--- src/rtl/core/sgowi_pkg.sv ---
// ----------------------------------------------------------------------------
// sgowi_pkg
// Shared widths, types and register codes of the output write indexer.
// ----------------------------------------------------------------------------
package sgowi_pkg;

	localparam int LANE_W        = 6;
	localparam int VALUE_W       = 32;
	localparam int ADDR_W        = 24;
	localparam int ROWS_W        = 13;
	localparam int COLS_W        = 13;
	localparam int TCOLS_W       = 7;
	localparam int CTILES_W      = 13;
	localparam int ROW_CNT_W     = 12;
	localparam int TILE_CNT_W    = 12;
	localparam int RES_CNT_W     = 25;
	localparam int GRP_CNT_W     = 13;
	localparam int PADDED_W      = CTILES_W + TCOLS_W;
	localparam int TARGET_W      = ROWS_W + PADDED_W;
	localparam int CFG_IDX_W     = 2;
	localparam int CFG_DATA_W    = 13;
	localparam int QUEUE_DEPTH   = 4;
	localparam int DEF_MAX_LANES = 64;

	typedef enum logic [CFG_IDX_W-1:0] {
		CFG_OUT_ROWS  = 2'd0,
		CFG_OUT_COLS  = 2'd1,
		CFG_TILE_COLS = 2'd2,
		CFG_COL_TILES = 2'd3
	} cfg_reg_t;

	typedef struct packed {
		cfg_reg_t              index;
		logic [CFG_DATA_W-1:0] wdata;
	} cfg_wr_t;

	typedef struct packed {
		logic [LANE_W-1:0]  lane;
		logic [VALUE_W-1:0] value;
	} item_t;

	typedef struct packed {
		logic               write_enable;
		logic [ADDR_W-1:0]  write_address;
		logic [VALUE_W-1:0] write_data;
		logic               row_group_done;
		logic               all_done;
		logic               bad_lane;
	} result_t;

	typedef struct packed {
		logic [ROWS_W-1:0]   out_rows;
		logic [COLS_W-1:0]   out_cols;
		logic [TCOLS_W-1:0]  tile_cols;
		logic [CTILES_W-1:0] col_tiles;
		logic [PADDED_W-1:0] padded;
		logic [TARGET_W-1:0] target;
	} cfg_t;

	typedef struct packed {
		logic [LANE_W-1:0]  lane;
		logic [VALUE_W-1:0] value;
		logic               bad;
	} qword_t;

endpackage

--- src/rtl/core/sgowi_stream_if.sv ---
// ----------------------------------------------------------------------------
// sgowi_stream_if
// Valid/ready channel carrying one word of a given payload type.
// ----------------------------------------------------------------------------
interface sgowi_stream_if #(
	parameter type T = logic
) ();
	logic valid;
	logic ready;
	T     payload;

	modport source (output valid, output payload, input ready);
	modport sink   (input valid, input payload, output ready);
endinterface

--- src/rtl/core/sgowi_front.sv ---
// ----------------------------------------------------------------------------
// sgowi_front
// Accepts words, flags lanes beyond the tile or MAX_LANES, feeds the queue.
// ----------------------------------------------------------------------------
module sgowi_front #(
	parameter int MAX_LANES = sgowi_pkg::DEF_MAX_LANES
) (
	input  logic                clk,
	input  logic                arst_n,
	input  sgowi_pkg::cfg_t     cfg_st,
	input  logic                hold,
	sgowi_stream_if.sink        item,
	output logic                push_valid,
	output sgowi_pkg::qword_t   push_word,
	input  logic                push_ready
);
	import sgowi_pkg::*;

	localparam int LIM_W = 9;

	logic             f_valid_q;
	qword_t           f_word_q;
	logic [LIM_W-1:0] lane_ext;
	logic             bad;
	logic             accept;

	assign lane_ext   = LIM_W'(item.payload.lane);
	assign bad        = ({1'b0, item.payload.lane} >= cfg_st.tile_cols)
	                 || (lane_ext >= LIM_W'(MAX_LANES));
	assign item.ready = !hold && (!f_valid_q || push_ready);
	assign accept     = item.valid && item.ready;

	assign push_valid = f_valid_q;
	assign push_word  = f_word_q;

	always_ff @(posedge clk or negedge arst_n) begin
		if (!arst_n) begin
			f_valid_q <= 1'b0;
		end else if (accept) begin
			f_valid_q <= 1'b1;
		end else if (push_ready) begin
			f_valid_q <= 1'b0;
		end
	end

	always_ff @(posedge clk) begin
		if (accept) begin
			f_word_q.lane  <= item.payload.lane;
			f_word_q.value <= item.payload.value;
			f_word_q.bad   <= bad;
		end
	end

endmodule

--- src/rtl/core/sgowi_queue.sv ---
// ----------------------------------------------------------------------------
// sgowi_queue
// Short FIFO between the classifying front and the indexing back end.
// ----------------------------------------------------------------------------
module sgowi_queue (
	input  logic              clk,
	input  logic              arst_n,
	input  logic              push_valid,
	input  sgowi_pkg::qword_t push_word,
	output logic              push_ready,
	output logic              pop_valid,
	output sgowi_pkg::qword_t pop_word,
	input  logic              pop_ready
);
	import sgowi_pkg::*;

	localparam int PTR_W = $clog2(QUEUE_DEPTH);
	localparam int CNT_W = PTR_W + 1;

	qword_t           slot_q [QUEUE_DEPTH];
	logic [PTR_W-1:0] wr_ptr_q;
	logic [PTR_W-1:0] rd_ptr_q;
	logic [CNT_W-1:0] count_q;
	logic             do_push;
	logic             do_pop;

	assign push_ready = count_q != CNT_W'(QUEUE_DEPTH);
	assign pop_valid  = count_q != '0;
	assign pop_word   = slot_q[rd_ptr_q];
	assign do_push    = push_valid && push_ready;
	assign do_pop     = pop_valid && pop_ready;

	always_ff @(posedge clk or negedge arst_n) begin
		if (!arst_n) begin
			wr_ptr_q <= '0;
			rd_ptr_q <= '0;
			count_q  <= '0;
		end else begin
			if (do_push) begin
				wr_ptr_q <= wr_ptr_q + PTR_W'(1);
			end
			if (do_pop) begin
				rd_ptr_q <= rd_ptr_q + PTR_W'(1);
			end
			if (do_push && !do_pop) begin
				count_q <= count_q + CNT_W'(1);
			end else if (do_pop && !do_push) begin
				count_q <= count_q - CNT_W'(1);
			end
		end
	end

	always_ff @(posedge clk) begin
		if (do_push) begin
			slot_q[wr_ptr_q] <= push_word;
		end
	end

endmodule

--- src/rtl/core/sgowi_back.sv ---
// ----------------------------------------------------------------------------
// sgowi_back
// Per-lane tile counters, address arithmetic, row and completion counting.
// ----------------------------------------------------------------------------
module sgowi_back #(
	parameter int MAX_LANES = sgowi_pkg::DEF_MAX_LANES
) (
	input  logic              clk,
	input  logic              arst_n,
	input  sgowi_pkg::cfg_t   cfg_st,
	input  logic              pop_valid,
	input  sgowi_pkg::qword_t pop_word,
	output logic              pop_ready,
	sgowi_stream_if.source    result
);
	import sgowi_pkg::*;

	localparam int IDX_W  = (MAX_LANES > 1) ? $clog2(MAX_LANES) : 1;
	localparam int ENT_W  = ROW_CNT_W + TILE_CNT_W;
	localparam int PCOL_W = TILE_CNT_W + TCOLS_W;
	localparam int PROW_W = ROW_CNT_W + COLS_W;
	localparam int COL_W  = PADDED_W;

	// lane counter memory, row in the upper half
	logic [ENT_W-1:0]     lane_mem_q [MAX_LANES];
	logic [MAX_LANES-1:0] lane_vld_q;

	// stage 1: counter read and update, products
	logic                 s1_valid;
	logic [LANE_W-1:0]    lane_s1;
	logic [VALUE_W-1:0]   value_s1;
	logic                 bad_s1;
	logic [ENT_W-1:0]     rd_s1;
	logic                 fwd_hit_s1;
	logic [ENT_W-1:0]     fwd_s1;

	// stage 2: address, padding check, global counts
	logic                 s2_valid;
	logic [LANE_W-1:0]    lane_s2;
	logic [VALUE_W-1:0]   value_s2;
	logic                 bad_s2;
	logic [PCOL_W-1:0]    pcol_s2;
	logic [PROW_W-1:0]    prow_s2;

	logic                 res_valid_q;
	result_t              res_q;
	logic [RES_CNT_W-1:0] res_cnt_q;
	logic [GRP_CNT_W-1:0] grp_cnt_q;
	logic                 finished_q;

	logic                 s1_load;
	logic                 s1_adv;
	logic                 s2_adv;
	logic [IDX_W-1:0]     head_idx;
	logic [IDX_W-1:0]     idx_s1;
	logic [ENT_W-1:0]     cur;
	logic [ROW_CNT_W-1:0] cur_row;
	logic [TILE_CNT_W-1:0] cur_ct;
	logic [TILE_CNT_W:0]  nxt_ct;
	logic                 wrap;
	logic [ENT_W-1:0]     upd;
	logic [PCOL_W-1:0]    pcol;
	logic [PROW_W-1:0]    prow;
	logic [COL_W-1:0]     col;
	logic                 we;
	logic [ADDR_W-1:0]    addr;
	logic [GRP_CNT_W-1:0] grp_inc;
	logic                 pulse;
	logic [RES_CNT_W-1:0] cnt_inc;
	logic                 fin_new;

	assign s2_adv    = s2_valid && (!res_valid_q || result.ready);
	assign s1_adv    = s1_valid && (!s2_valid || s2_adv);
	assign pop_ready = !s1_valid || s1_adv;
	assign s1_load   = pop_valid && pop_ready;
	assign head_idx  = IDX_W'(pop_word.lane);
	assign idx_s1    = IDX_W'(lane_s1);

	// stage 1 counter update
	always_comb begin
		if (fwd_hit_s1) begin
			cur = fwd_s1;
		end else if (lane_vld_q[idx_s1]) begin
			cur = rd_s1;
		end else begin
			cur = '0;
		end
		cur_row = cur[ENT_W-1:TILE_CNT_W];
		cur_ct  = cur[TILE_CNT_W-1:0];
		nxt_ct  = {1'b0, cur_ct} + (TILE_CNT_W+1)'(1);
		wrap    = (nxt_ct >= cfg_st.col_tiles) || nxt_ct[TILE_CNT_W];
		if (wrap) begin
			upd = {cur_row + ROW_CNT_W'(1), TILE_CNT_W'(0)};
		end else begin
			upd = {cur_row, nxt_ct[TILE_CNT_W-1:0]};
		end
		pcol = PCOL_W'(cur_ct) * PCOL_W'(cfg_st.tile_cols);
		prow = PROW_W'(cur_row) * PROW_W'(cfg_st.out_cols);
	end

	// stage 2 address and counts
	always_comb begin
		col     = COL_W'(pcol_s2) + COL_W'(lane_s2);
		we      = col < COL_W'(cfg_st.out_cols);
		addr    = prow_s2[ADDR_W-1:0] + ADDR_W'(col);
		grp_inc = grp_cnt_q + GRP_CNT_W'(1);
		pulse   = PADDED_W'(grp_inc) == cfg_st.padded;
		cnt_inc = (res_cnt_q == '1) ? res_cnt_q : res_cnt_q + RES_CNT_W'(1);
		fin_new = finished_q || (TARGET_W'(cnt_inc) == cfg_st.target);
	end

	always_ff @(posedge clk) begin
		if (s1_load) begin
			rd_s1 <= lane_mem_q[head_idx];
		end
		if (s1_adv && !bad_s1) begin
			lane_mem_q[idx_s1] <= upd;
		end
	end

	always_ff @(posedge clk or negedge arst_n) begin
		if (!arst_n) begin
			lane_vld_q  <= '0;
			s1_valid    <= 1'b0;
			fwd_hit_s1  <= 1'b0;
			s2_valid    <= 1'b0;
			res_valid_q <= 1'b0;
			res_cnt_q   <= '0;
			grp_cnt_q   <= '0;
			finished_q  <= 1'b0;
		end else begin
			if (s1_adv && !bad_s1) begin
				lane_vld_q[idx_s1] <= 1'b1;
			end
			if (s1_load) begin
				s1_valid   <= 1'b1;
				fwd_hit_s1 <= s1_adv && !bad_s1 && (lane_s1 == pop_word.lane);
			end else if (s1_adv) begin
				s1_valid <= 1'b0;
			end
			if (s1_adv) begin
				s2_valid <= 1'b1;
			end else if (s2_adv) begin
				s2_valid <= 1'b0;
			end
			if (s2_adv) begin
				res_valid_q <= 1'b1;
			end else if (result.ready) begin
				res_valid_q <= 1'b0;
			end
			if (s2_adv && !bad_s2) begin
				res_cnt_q  <= cnt_inc;
				grp_cnt_q  <= pulse ? '0 : grp_inc;
				finished_q <= fin_new;
			end
		end
	end

	always_ff @(posedge clk) begin
		if (s1_load) begin
			lane_s1  <= pop_word.lane;
			value_s1 <= pop_word.value;
			bad_s1   <= pop_word.bad;
			fwd_s1   <= upd;
		end
		if (s1_adv) begin
			lane_s2  <= lane_s1;
			value_s2 <= value_s1;
			bad_s2   <= bad_s1;
			pcol_s2  <= pcol;
			prow_s2  <= prow;
		end
		if (s2_adv) begin
			if (bad_s2) begin
				res_q.write_enable   <= 1'b0;
				res_q.write_address  <= '0;
				res_q.write_data     <= '0;
				res_q.row_group_done <= 1'b0;
				res_q.all_done       <= finished_q;
				res_q.bad_lane       <= 1'b1;
			end else begin
				res_q.write_enable   <= we;
				res_q.write_address  <= addr;
				res_q.write_data     <= value_s2;
				res_q.row_group_done <= pulse;
				res_q.all_done       <= fin_new;
				res_q.bad_lane       <= 1'b0;
			end
		end
	end

	assign result.valid   = res_valid_q;
	assign result.payload = res_q;

	a_done_sticky: assert property (@(posedge clk) disable iff (!arst_n)
		finished_q |=> finished_q)
		else $error("completion flag dropped");

	a_bad_clean: assert property (@(posedge clk) disable iff (!arst_n)
		(res_valid_q && res_q.bad_lane) |-> (!res_q.write_enable && !res_q.row_group_done))
		else $error("ignored lane produced a write or row pulse");

	a_s1_hold: assert property (@(posedge clk) disable iff (!arst_n)
		(s1_valid && !s1_adv) |=> (s1_valid && $stable(lane_s1) && $stable(cur)))
		else $error("stalled counter stage changed");

	a_bad_no_count: assert property (@(posedge clk) disable iff (!arst_n)
		(s2_adv && bad_s2) |=> ($stable(res_cnt_q) && $stable(grp_cnt_q)))
		else $error("ignored lane moved the result counts");

endmodule

--- src/rtl/core/sparse_gemm_output_write_indexer_top.sv ---
// ----------------------------------------------------------------------------
// sparse_gemm_output_write_indexer_top
// Turns lane-tagged result words into row-major output matrix writes.
//
//   channel  dir  word
//   cfg      in   index, wdata   register write, always ready
//   item     in   lane, value    one reduced result
//   result   out  write fields   one per item, in order
//
// one item per cycle when results are taken and no register write settles;
// an item passes the front register, queue, counter stage, address stage and
// output register; the per-lane counter memory is read as the item enters the
// counter stage, with forwarding; reset clears all lane counters at once
// through per-lane valid bits; items are held off during a register write
// and while the padded width and total count are rebuilt
// result stalls fill the queue before the item channel drops ready
// ----------------------------------------------------------------------------
module sparse_gemm_output_write_indexer_top #(
	parameter int MAX_LANES = sgowi_pkg::DEF_MAX_LANES
) (
	input  logic           clk,
	input  logic           arst_n,
	sgowi_stream_if.sink   cfg,
	sgowi_stream_if.sink   item,
	sgowi_stream_if.source result
);
	import sgowi_pkg::*;

	logic [ROWS_W-1:0]   out_rows_q;
	logic [COLS_W-1:0]   out_cols_q;
	logic [TCOLS_W-1:0]  tile_cols_q;
	logic [CTILES_W-1:0] col_tiles_q;
	logic [PADDED_W-1:0] padded_q;
	logic [TARGET_W-1:0] target_q;
	logic [1:0]          settle_q;
	logic                cfg_wr;
	cfg_wr_t             cfg_word;
	cfg_t                cfg_st;
	logic                push_valid;
	qword_t              push_word;
	logic                push_ready;
	logic                pop_valid;
	qword_t              pop_word;
	logic                pop_ready;

	assign cfg.ready = 1'b1;
	assign cfg_word  = cfg.payload;
	assign cfg_wr    = cfg.valid;

	always_ff @(posedge clk or negedge arst_n) begin
		if (!arst_n) begin
			out_rows_q  <= ROWS_W'(1);
			out_cols_q  <= COLS_W'(1);
			tile_cols_q <= TCOLS_W'(1);
			col_tiles_q <= CTILES_W'(1);
			padded_q    <= PADDED_W'(1);
			target_q    <= TARGET_W'(1);
			settle_q    <= '0;
		end else begin
			if (cfg_wr) begin
				case (cfg_word.index)
					CFG_OUT_ROWS:  out_rows_q  <= cfg_word.wdata;
					CFG_OUT_COLS:  out_cols_q  <= cfg_word.wdata;
					CFG_TILE_COLS: tile_cols_q <= cfg_word.wdata[TCOLS_W-1:0];
					CFG_COL_TILES: col_tiles_q <= cfg_word.wdata;
					default: begin
					end
				endcase
				settle_q <= 2'd2;
			end else if (settle_q != '0) begin
				settle_q <= settle_q - 2'd1;
			end
			padded_q <= PADDED_W'(col_tiles_q) * PADDED_W'(tile_cols_q);
			target_q <= TARGET_W'(out_rows_q) * TARGET_W'(padded_q);
		end
	end

	always_comb begin
		cfg_st.out_rows  = out_rows_q;
		cfg_st.out_cols  = out_cols_q;
		cfg_st.tile_cols = tile_cols_q;
		cfg_st.col_tiles = col_tiles_q;
		cfg_st.padded    = padded_q;
		cfg_st.target    = target_q;
	end

	sgowi_front #(
		.MAX_LANES (MAX_LANES)
	) u_front (
		.clk        (clk),
		.arst_n     (arst_n),
		.cfg_st     (cfg_st),
		.hold       (cfg_wr || (settle_q != '0)),
		.item       (item),
		.push_valid (push_valid),
		.push_word  (push_word),
		.push_ready (push_ready)
	);

	sgowi_queue u_queue (
		.clk        (clk),
		.arst_n     (arst_n),
		.push_valid (push_valid),
		.push_word  (push_word),
		.push_ready (push_ready),
		.pop_valid  (pop_valid),
		.pop_word   (pop_word),
		.pop_ready  (pop_ready)
	);

	sgowi_back #(
		.MAX_LANES (MAX_LANES)
	) u_back (
		.clk       (clk),
		.arst_n    (arst_n),
		.cfg_st    (cfg_st),
		.pop_valid (pop_valid),
		.pop_word  (pop_word),
		.pop_ready (pop_ready),
		.result    (result)
	);

endmodule

--- src/flat_wrapper.sv ---
// flat-port wrapper written by rule: the top's interface ports become plain ports
module sparse_gemm_output_write_indexer_top_flat import sgowi_pkg::*;
#(
	parameter int MAX_LANES = sgowi_pkg::DEF_MAX_LANES
)
  (clk, arst_n, cfg_valid, cfg_payload, cfg_ready, item_valid, item_payload, item_ready, result_valid, result_payload, result_ready);
  sgowi_stream_if #(.T(cfg_wr_t)) cfg_i ();
  sgowi_stream_if #(.T(item_t)) item_i ();
  sgowi_stream_if #(.T(result_t)) result_i ();
  input  logic clk;
  input  logic arst_n;
  input wire logic [$bits(cfg_i.valid)-1:0] cfg_valid;
  input wire logic [$bits(cfg_i.payload)-1:0] cfg_payload;
  output wire logic [$bits(cfg_i.ready)-1:0] cfg_ready;
  input wire logic [$bits(item_i.valid)-1:0] item_valid;
  input wire logic [$bits(item_i.payload)-1:0] item_payload;
  output wire logic [$bits(item_i.ready)-1:0] item_ready;
  output wire logic [$bits(result_i.valid)-1:0] result_valid;
  output wire logic [$bits(result_i.payload)-1:0] result_payload;
  input wire logic [$bits(result_i.ready)-1:0] result_ready;
  assign cfg_i.valid = cfg_valid;
  assign cfg_i.payload = cfg_payload;
  assign cfg_ready = cfg_i.ready;
  assign item_i.valid = item_valid;
  assign item_i.payload = item_payload;
  assign item_ready = item_i.ready;
  assign result_valid = result_i.valid;
  assign result_payload = result_i.payload;
  assign result_i.ready = result_ready;
  sparse_gemm_output_write_indexer_top #(.MAX_LANES(MAX_LANES)) u_core (.clk(clk), .arst_n(arst_n), .cfg(cfg_i), .item(item_i), .result(result_i));
endmodule
--- config.mk ---
export PLATFORM = sky130hd
export DESIGN_NAME = sparse_gemm_output_write_indexer_top_flat
export DESIGN_NICKNAME = d
export VERILOG_FILES = /design/src/rtl/core/sgowi_pkg.sv /design/src/rtl/core/sgowi_stream_if.sv /design/src/rtl/core/sgowi_front.sv /design/src/rtl/core/sgowi_queue.sv /design/src/rtl/core/sgowi_back.sv /design/src/rtl/core/sparse_gemm_output_write_indexer_top.sv /design/src/flat_wrapper.sv
export SDC_FILE = /design/constraint.sdc
export NUM_CORES = 2
export LEC_CHECK = 0
export ABC_AREA = 1
export BUFFER_PORTS_ARGS = -buffer_cell sky130_fd_sc_hd__buf_2
export CAP_MARGIN = 10
export CORE_ASPECT_RATIO = 0.9
export CORE_MARGIN = 5
export CORE_UTILIZATION = 37
export DETAILED_ROUTE_END_ITERATION = 7
export GPL_TIMING_DRIVEN = 0
export PLACE_DENSITY_LB_ADDON = 0.08
export SLEW_MARGIN = 20
export SYNTH_ARGS = -nofsm -noshare
export SYNTH_HDL_FRONTEND = slang
export SYNTH_SLANG_ARGS = --single-unit
export TNS_END_PERCENT = 30
--- constraint.sdc ---
create_clock -name clk -period 8.55 [get_ports clk]
set_clock_uncertainty 0.15 [all_clocks]
set_input_delay 2.1375 -clock clk [delete_from_list [all_inputs] [get_ports clk]]
set_output_delay 2.1375 -clock clk [all_outputs]
set_load 0.05 [all_outputs]
==> Implementation_results.wiki <==
{| class="wikitable"
! Metric !! Value
|-
| Outcome || finished, final reports clean
|-
| Number of standard cells after synthesis || about 9.2k
|-
| Post-synthesis cell area || between 100,000 and 150,000 µm²
|-
| I/O pin total || around 120
|-
| Largest stage delay on the critical path || about 0.55 ns
|-
| Full die area || a little under 300,000 µm²
|-
| Endpoint arrival time on the critical path || approximately 8.3 ns
|-
| CTS Hold Bufs || 0
|-
| Fin crit share || between 90% and 100%
|-
| Ratio of cells with drive above 1 in the final layout || approximately 10%
|-
| Overall overflow remaining after global route || 0
|-
| Critical path class || flop to flop
|-
| Initial antenna violation count || 39
|-
| Die boundary width || 574 µm
|-
| DP Wirelength || 272,000 µm
|-
| Worst-case headroom to the max-slew limit || approximately 20%
|-
| Via density || ~5.4
|-
| Clock-pin slew on the worst setup and hold paths || around 0.06 ns
|-
| Seq/Total Area, Yosys || a little over 60%
|-
| Number of nets in the synthesized netlist || slightly below 10k
|-
| Per-instance average area after synthesis || around 12 µm²
|-
| Count of endpoints failing hold in the final timing report || 0
|-
| Setup Viol. Count Final || 0
|-
| RSZ-0062 raised after global routing || no
|-
| Skew-Pair Late Insertion Delay || about 0.93 ns
|-
| Top cell by count, worst path || sky130_fd_sc_hd__nand2_1
|-
| Routed Wire Length || around 370,000 µm
|-
| Post-route ant nets || 0
|-
| Synth async-reset ratio || 9.93%
|-
| DR DRC count || 0
|-
| Via count of the first global-routing pass || 73.3k
|-
| Final instance count without filler cells || approximately 14k
|-
| Largest driver fanout on the critical path || 10
|-
| Number of storage elements in the synthesis netlist || roughly 2.2k
|-
| Min-Delay Path Depth || 0
|-
| Worst-Margin Slew || 1.21 ns
|-
| Number of nets in the final layout || 10.4k
|-
| Slowest stage cell on the critical path || sky130_fd_sc_hd__fa_1
|-
| Die H || 518 µm
|-
| Root Buffer Master || sky130_fd_sc_hd__clkbuf_16
|-
| Primary FF master, synth || sky130_fd_sc_hd__edfxtp_1
|-
| First-pass GRT wire length || ~530,000 µm
|-
| CTS tree || yes
|-
| DRT iter0 DRCs || about 7.6k
|-
| Max-cap viol count || 0
|-
| Number of gates given a new drive strength after cts || 0
|-
| Startpoint type of the worst setup path || flop
|-
| Number of buffers added by the clock tree synthesis step || 238
|-
| Gp weighted congestion || around 0.95
|-
| Pins Over Slew Limit || 0
|-
| Kind of end point of the critical path || flop
|-
| Count of buffers inserted at the top-level ports || 119
|-
| Starting utilization of the core area || between 30% and 40%
|-
| Number of search-and-repair iterations in the first detailed-routing pass || 6
|-
| Layout overhead on the synthesized area || 15.6%
|-
| Path depth of the worst reg2reg path || 31
|-
| Routed WL per cell || between 20 and 30 µm
|-
| Library cells used by synthesis || 53
|-
| Clock period minus final worst setup slack || a little under 8 ns
|-
| Required time of the worst setup path || 9.06 ns
|-
| Cell count after placement || around 13k
|-
| Peak clock frequency supported by timing || about 130 MHz
|-
| Synthesis Warnings || 0
|-
| Vias || between 70k and 80k
|-
| Placeable Area || 285,000 µm²
|-
| Path class of the lowest-slack min-delay path || flop to flop
|-
| Pin count of the biggest net entering global routing || 67
|-
| Floorplan row count || about 190
|-
| Clock tree sinks || between 2k and 2.5k
|-
| Post-CTS setup-driven buffer insertion count || 0
|-
| Max H-tree Level || 4
|-
| Worst-case clock buffer depth || 4
|-
| EDFF count, synth || 1,960
|-
| Total track usage || 24.2%
|}
-- metal layers --
layer / up-vias / global-route usage (%) / wire length [µm]
met5: - / 0 / 54
met4: 8 / 6.90 / 11500
met3: 495 / 4.09 / 25500
met2: 2607 / 37.8 / 164000
met1: 37300 / 34.8 / 164000
li1: 32900 / - / -
-- cells by family (layout without fill, tap and decap cells) --
logic type               count (synthesis)  after routing  share of synthesized area, %
AO/OA/AOI/OAI                         1680           1680                          9.96
XOR/XNOR                               165            165                          1.36
adder cells (fa/ha/maj)                693            693                          11.1
buffers and inverters                 1452           2124                          5.25
flip-flops                            2176           2176                          60.7
other                                    1             25                       0.00354
AND/OR/NAND/NOR                       2994           2994                          11.6
-- cell usage after synthesis, types with 176 or more instances --
| master | instances | area [µm²] |
|---|---|---|
| sky130_fd_sc_hd__dfrtp_1 | 210 | 5260 |
| sky130_fd_sc_hd__nor2_1 | 1240 | 4650 |
| sky130_fd_sc_hd__o21ai_0 | 837 | 4190 |
| sky130_fd_sc_hd__ha_1 | 280 | 3500 |
| sky130_fd_sc_hd__o32ai_1 | 192 | 1680 |
| sky130_fd_sc_hd__edfxtp_1 | 1960 | 58900 |
| sky130_fd_sc_hd__nand3_1 | 290 | 1450 |
| sky130_fd_sc_hd__nand2_1 | 1170 | 4390 |
| sky130_fd_sc_hd__fa_1 | 413 | 8270 |
| sky130_fd_sc_hd__or2_2 | 176 | 1100 |
| sky130_fd_sc_hd__clkbuf_1 | 449 | 1690 |
| sky130_fd_sc_hd__o211ai_1 | 200 | 1500 |
| sky130_fd_sc_hd__inv_1 | 925 | 3470 |
-- worst max-delay path, delay by kind of cell, from the launching register on --
kind	cells	cell delay (ns)
AND/OR/NAND/NOR	13	2.02
flip-flops	1	0.52
buffers and inverters	6	0.99
adder cells (fa/ha/maj)	6	2.94
AO/OA/AOI/OAI	5	0.67
XOR/XNOR	1	0.28
-- layout by cell type, fill, tap and decap left out, types with 12 or more instances in the layout --
master and n:
sky130_fd_sc_hd__clkinv_2 40, sky130_fd_sc_hd__buf_2 165, sky130_fd_sc_hd__fa_1 413, sky130_fd_sc_hd__nand3_1 290, sky130_fd_sc_hd__clkbuf_2 30, sky130_fd_sc_hd__clkbuf_16 240, sky130_fd_sc_hd__nand2_1 1158, sky130_fd_sc_hd__o211ai_1 200
sky130_fd_sc_hd__o22ai_1 34, sky130_fd_sc_hd__nor4_1 13, sky130_fd_sc_hd__o21ai_0 837, sky130_fd_sc_hd__inv_1 922, sky130_fd_sc_hd__edfxtp_1 1960, sky130_fd_sc_hd__clkinv_1 62, sky130_fd_sc_hd__or2_2 176, sky130_fd_sc_hd__xnor2_1 41
sky130_fd_sc_hd__nor2_1 1158, sky130_fd_sc_hd__o311ai_0 24, sky130_fd_sc_hd__dfrtp_1 210, sky130_fd_sc_hd__xor2_1 124, sky130_fd_sc_hd__nand2_2 15, sky130_fd_sc_hd__clkbuf_1 460, sky130_fd_sc_hd__nor3_1 34, sky130_fd_sc_hd__a21oi_1 154
sky130_fd_sc_hd__o32ai_1 192, sky130_fd_sc_hd__buf_16 73, sky130_fd_sc_hd__nand4_1 38, sky130_fd_sc_hd__buf_12 55, sky130_fd_sc_hd__o221ai_1 170, sky130_fd_sc_hd__nand2_4 12, sky130_fd_sc_hd__ha_1 280, sky130_fd_sc_hd__a21o_1 13
sky130_fd_sc_hd__diode_2 24, sky130_fd_sc_hd__nor2_4 83
-- layout make-up --
cell class / count / area [µm²]
Fill cell: 26800 / 163000
Sequential cell: 2176 / 64300
Multi-Input combinational cell: 5533 / 36800
Clock buffer: 287 / 6240
Tap cell: 3760 / 4700
Timing Repair Buffer: 251 / 3770
Inverter: 937 / 3530
Buffer: 515 / 2090
Clock inverter: 134 / 1030
Antenna cell: 24 / 60.1
-- through the flow --
stage	area [µm²]	utilization (%)	TNS (ns)	hold WS, ns	setup slack, ns
floorplan	106000	-	0	0.250	2.23
global placement	111000	39.0	-2736.18	0.253	-3.88
detailed placement	115000	40.4	0	0.255	0.819
CTS	122000	42.9	0	0.226	0.800
global route	122000	43.0	0	0.227	0.302
finish	123000	43.0	0	0.231	0.746
-- worst paths after layout --
path,from,endpoint,slack (ns)
setup / recovery,u_core.u_back.idx_s1[2],u_core.u_back.prow_s2[18],0.75
max in group asynchronous,arst_n,u_core.target_q[28],5.82
hold / removal,u_core.u_back.value_s1[3],u_core.u_back.value_s2[3],0.23
setup reg to reg,u_core.u_back.idx_s1[2],u_core.u_back.prow_s2[18],0.75
min in group asynchronous,arst_n,u_core.u_queue.count_q[0],0.97
hold reg to reg,u_core.u_back.value_s1[3],u_core.u_back.value_s2[3],0.23
-- sequential cells by signal (all words and copies together), names as in the netlist, 7 cells and up --
name,cells
u_core.u_back.res_cnt_q,25
u_core.u_front.push_word,39
u_core.u_back.result.payload,60
u_core.u_back.pcol_s2,19
u_core.padded_q,20
u_core.u_back.value_s2,32
u_core.out_cols_q,13
u_core.u_back.lane_vld_q,64
u_core.u_back.value_s1,32
u_core.u_queue.slot_q,156
u_core.col_tiles_q,13
u_core.u_back.fwd_s1,24
u_core.u_back.lane_mem_q,1536
u_core.u_back.grp_cnt_q,13
u_core.tile_cols_q,7
u_core.target_q,33
u_core.out_rows_q,13
u_core.u_back.prow_s2,24
u_core.u_back.rd_s1,24
Power is not shown: default switching activity piles up to over one toggle a cycle in this logic, so the estimate is an artifact.
